### config.mk
export PLATFORM = sky130hd
export DESIGN_NAME = ivh_queue
export DESIGN_NICKNAME = d
export VERILOG_FILES = /design/src/design/ivh_pkg.sv /design/src/design/ivh_queue.sv
export SDC_FILE = /design/constraint.sdc
export NUM_CORES = 1
export LEC_CHECK = 0
export BUFFER_PORTS_ARGS = -buffer_cell sky130_fd_sc_hd__buf_2
export CAP_MARGIN = 10
export CELL_PAD_IN_SITES_DETAIL_PLACEMENT = 0
export CELL_PAD_IN_SITES_GLOBAL_PLACEMENT = 1
export CORE_MARGIN = 1.5
export CORE_UTILIZATION = 46
export CTS_CLUSTER_SIZE = 12
export DETAILED_ROUTE_END_ITERATION = 12
export GPL_ROUTABILITY_DRIVEN = 0
export HOLD_SLACK_MARGIN = 0.06
export MAX_ROUTING_LAYER = met4
export PLACE_DENSITY = 0.84
export SLEW_MARGIN = 20
export SYNTH_ARGS = -nofsm -noshare
export SYNTH_HDL_FRONTEND = slang
export SYNTH_SLANG_ARGS = --single-unit
### constraint.sdc
create_clock -name clk -period 4.69 [get_ports clk]
set_clock_uncertainty 0.1 [all_clocks]
set_input_delay 0.469 -clock clk [delete_from_list [all_inputs] [get_ports clk]]
set_output_delay 0.469 -clock clk [all_outputs]
set_load 0.05 [all_outputs]
### src/design/ivh_pkg.sv
// Shared types, codes and constants of the item ID visibility histogram.
package ivh_pkg;
	localparam int DEF_MAX_WIDTH  = 1024;
	localparam int DEF_MAX_HEIGHT = 1024;
	localparam int DEF_BIN_COUNT  = 4096;
	localparam int GROUP_BITS     = 6;
	localparam int MEMBER_BITS    = 6;
	localparam int COUNT_BITS     = 21;
	localparam int ID_W           = 32;
	localparam int DIM_W          = 14;
	localparam int JBIN_W         = 16;
	localparam int BIN_PORT_W     = 12;
	localparam int ADDR_W         = 5;
	localparam int DATA_W         = 32;

	localparam logic [ID_W-1:0] NULL_ID = '1;

	localparam logic [1:0] KIND_PIXEL = 2'd0;
	localparam logic [1:0] KIND_READ  = 2'd1;
	localparam logic [1:0] KIND_CLEAR = 2'd2;

	localparam logic [2:0] ST_COUNTED = 3'd0;
	localparam logic [2:0] ST_NULL    = 3'd1;
	localparam logic [2:0] ST_BORDER  = 3'd2;
	localparam logic [2:0] ST_RANGE   = 3'd3;
	localparam logic [2:0] ST_READ    = 3'd4;
	localparam logic [2:0] ST_CLEARED = 3'd5;

	localparam logic [1:0] OP_PASS  = 2'd0;
	localparam logic [1:0] OP_COUNT = 2'd1;
	localparam logic [1:0] OP_READ  = 2'd2;
	localparam logic [1:0] OP_CLEAR = 2'd3;

	localparam logic [2:0] REG_CONS   = 3'd0;
	localparam logic [2:0] REG_LAYOUT = 3'd1;
	localparam logic [2:0] REG_WIDTH  = 3'd2;
	localparam logic [2:0] REG_HEIGHT = 3'd3;
	localparam logic [2:0] REG_ITEMS  = 3'd4;
	localparam logic [2:0] REG_GROUPS = 3'd5;
	localparam logic [2:0] REG_MEMBERS = 3'd6;

	typedef struct packed {
		logic [1:0]        op;
		logic [2:0]        status;
		logic [JBIN_W-1:0] bin;
		logic              frame_end;
	} job_t;

	typedef struct packed {
		logic        conservative;
		logic        two_level;
		logic [10:0] width;
		logic [10:0] height;
		logic [12:0] item_limit;
		logic [6:0]  group_limit;
		logic [6:0]  member_limit;
	} cfg_t;
endpackage

### src/design/ivh_queue.sv
// Two-entry job queue between the front end and the back end.
module ivh_queue (
	input  logic          clk,
	input  logic          arst_n,
	input  logic          wr,
	input  ivh_pkg::job_t wr_job,
	output logic          q_full,
	input  logic          rd,
	output ivh_pkg::job_t rd_job,
	output logic          q_empty
);
	import ivh_pkg::*;

	job_t       slot_q [2];
	logic       wp_q, rp_q;
	logic [1:0] cnt_q;

	assign q_full  = cnt_q == 2'd2;
	assign q_empty = cnt_q == 2'd0;
	assign rd_job  = slot_q[rp_q];

	always_ff @(posedge clk) begin
		if (wr) begin
			slot_q[wp_q] <= wr_job;
		end
	end

	always_ff @(posedge clk or negedge arst_n) begin
		if (!arst_n) begin
			wp_q  <= 1'b0;
			rp_q  <= 1'b0;
			cnt_q <= 2'd0;
		end else begin
			if (wr) begin
				wp_q <= ~wp_q;
			end
			if (rd) begin
				rp_q <= ~rp_q;
			end
			cnt_q <= cnt_q + 2'(wr) - 2'(rd);
		end
	end
endmodule

==> impl_metrics.toml <==
[yosys]
synth_compound_gate_area_share_pct = 0
synthTopCellsByCount = "44 x edfxtp_1, 22 x mux2_2, 4 x dfrtp_1"
synthXorXnorAreaFrac_pct = 2.31
async_flop_share_pct = 8.33
synth.most_common_cell = "edfxtp_1"
synth_top_family_by_area = "multiplexers"
synthCells = 83
synth_area_um2 = 1790
synth_fa_ha_area_share_pct = 1.40
avgSynthCellArea_um2 = 21.5
ys_types = 11
ys.flop_type = "edfxtp_1"
yosys.area_share.simple_pct = 1.26
synth_seq_cells = 48
ys_seq_area_share_pct = 79.5
muxShareOfSynthArea_pct = 13.9
synth_top_area_share_pct = 73.9
synth_top_area_cell = "edfxtp_1"
synth_area_leaders = "edfxtp_1 74%, mux2_2 14%, dfrtp_1 5.6%"
synth_nets = 111
synth_warnings = 0
synth_edf_count = 44

[pwr]
p_leak_nw = 0.864
max-vdd-ir-drop_v = 0.000350
pwr_density_cell_nw_per_um2 = 692
power_switching_mw = 0.605
combPwrFrac_pct = 39.8
p_int_mw = 0.914
swShare_pct = 39.8
clockPowerShare_pct = 18.3
seq_power_share_pct = 41.9
power_mw = 1.52

[worst_setup_path]
critPathTopFamily = "flip-flops"
worst_setup_path_start_kind = "flip-flop"
critPathBufInv = 1
critical_path.cell_chain = "mux2_2, buf_2"
path_class = "flip-flop to output pin"
crit_fanout = 23
reg2reg_from = "wp_q"
cp-endpoint = "rd_job[12]"
crit_required_ns = 4.12
critPathLaunch = "rp_q"
reg2reg_to = "slot_q[1][11]"
cp.arrival_ns = 1.87
crit_path_end_kind = "output pin"
r2r_slack_ns = 2.99
cpPeakStageDelay_ns = 0.95
critPathSlowestCell = "dfrtp_1"
reg2regPathDepth = 1
worst-path-stages = 2

[timing]
worstMarginPinSlew_ns = 0.980
rsz0062_at_grt = "false"
hold_violations = 0
worst_slew_margin_rel_pct = 34.7
fin_crit_sh_pct = 52.0
fmax_mhz = 410
setup_viol = 0
period_needed_ns = 2.44
maxSlewViolCount = 0
finalSetupTns_ns = 0

[drt]
vias_per_cell = 4.72
drtPass1Iterations = 3
drc_errors = 0
wl_um = 2560
wl_met1_um = 1010
wl_met3_um = 138
wl_per_cell_um = 13.7
top_layer_used = "met4"
wl_met2_um = 1360
antenna_left = 0
drtIter0Drc = 18
dr_total_vias = 882

[floorplanning]
die_area_um2 = 4270
ioPinCount = 50
die_h_um = 65.3
core_area_um2 = 3690
start_util_pct = 48.5
die_w_um = 65.3
row_count = 22

[clock_tree]
cts.htree.levels = 2
tritoncts = "built"
cts_resized = 0
path_clk_slew_ns = 0.08
cts_buffer_depth = 2
cts_made_buffers = 5
insertion_delay_ns = 0.28
cts-root-buf = "clkbuf_8"
cts_setup_buffers = 0
cts_sinks = 48

[global_routing]
grt_usage_pct = 13.8
first_global_vias = 913
antenna_found_initial = 0
overflow = 0
grt_max_degree = 24
grt_pass1_wl_um = 4000

[outcome]
status = "complete, no violations"

[job]
maxCapViolCount = 0

[placement]
dpl.hpwl_um = 1730
portBuffers = 49

[min_path]
hp-class = "primary input to flip-flop"

[finish]
drive_above_1_share_pct = 56.8
fin_nets = 166
fin_util_pct = 59.5
multi_input_area_um2 = 344
syn_to_final_growth_pct = 22.8
nFillCells = 311
seq_area_um2 = 1420
diodes = 0
layout make-up:
class / instances / share of cell area (%)
timing repair buffer: 50 / 11.6
clock buffer: 6 / 3.30
clock inverter: 2 / 1.60
tap: 48 / 2.74
multi-input combinational: 31 / 15.7
inverter: 2 / 0.342
sequential: 48 / 64.7
worst min path at each step:
stage	slack, ns	end	start	cells past startpoint
2_1_floorplan	0.07	cnt_q[0]	arst_n	0
3_3_place_gp	0.18	cnt_q[0]	arst_n	1
3_5_place_dp	0.18	cnt_q[1]	arst_n	1
4_1_cts	0.25	slot_q[1][5]	wr_job[5]	1
5_1_grt	0.24	slot_q[0][19]	wr_job[19]	1
6_report	0.26	slot_q[1][9]	wr_job[9]	1
sequential cells by signal, indices dropped and copies added (netlist names):
signal,flops
rp_q,1
slot_q,44
cnt_q,2
wp_q,1
layout by cell type (no fill, tap or decap), drive strengths merged:
cell,n
and2,1
xor3,1
bufinv,1
buf,49
clkinv,1
dfrtp,4
dlygate4sd3,1
xor2,2
mux2,22
clkbuf,6
edfxtp,44
inv,2
nor2,1
nor2b,2
ha,2
power groups by stage:
stage / Clock, mW / Sequential (mW) / Combinational, mW
final: 0.278 / 0.636 / 0.605
after global routing: 0.309 / 0.650 / 0.636
after CTS: 0.287 / 0.639 / 0.611
after detailed placement: 0 / 0.649 / 0.608
after global placement: 0 / 0.642 / 0.603
after floorplan: 0 / 0.607 / 0.535
cells by family after synthesis:
kind of cell               after synthesis
buffers and inverters                    4
xor gates and xnor gates                 3
muxes                                   22
adders and majority gates                2
DFF                                     48
and+or+nand+nor                          4
metrics by stage:
step,setup WS [ns],instances,hold WS [ns],cell area (µm²)
3_5_place_dp,2.51,178,0.182,2070
2_1_floorplan,2.70,83,0.0734,1790
5_1_grt,2.11,187,0.245,2200
3_3_place_gp,2.52,178,0.176,2070
6_report,2.25,187,0.264,2200
4_1_cts,2.19,187,0.255,2190
repair_timing:
item / 4_1_cts / 5_1_grt
hold buffers: 1 / 0
endpoints found under the setup margin: 0 / 0
hold endpoints to repair: 4 / 0
routing by layer:
metal | vias up | GRT usage [%]
li1 | 425 | -
met1 | 425 | 13.3
met2 | 28 | 24.2
met3 | 4 | 5.31
met4 | 0 | 6.25
met5 | - | -
Power figures use the tool's default switching activity.
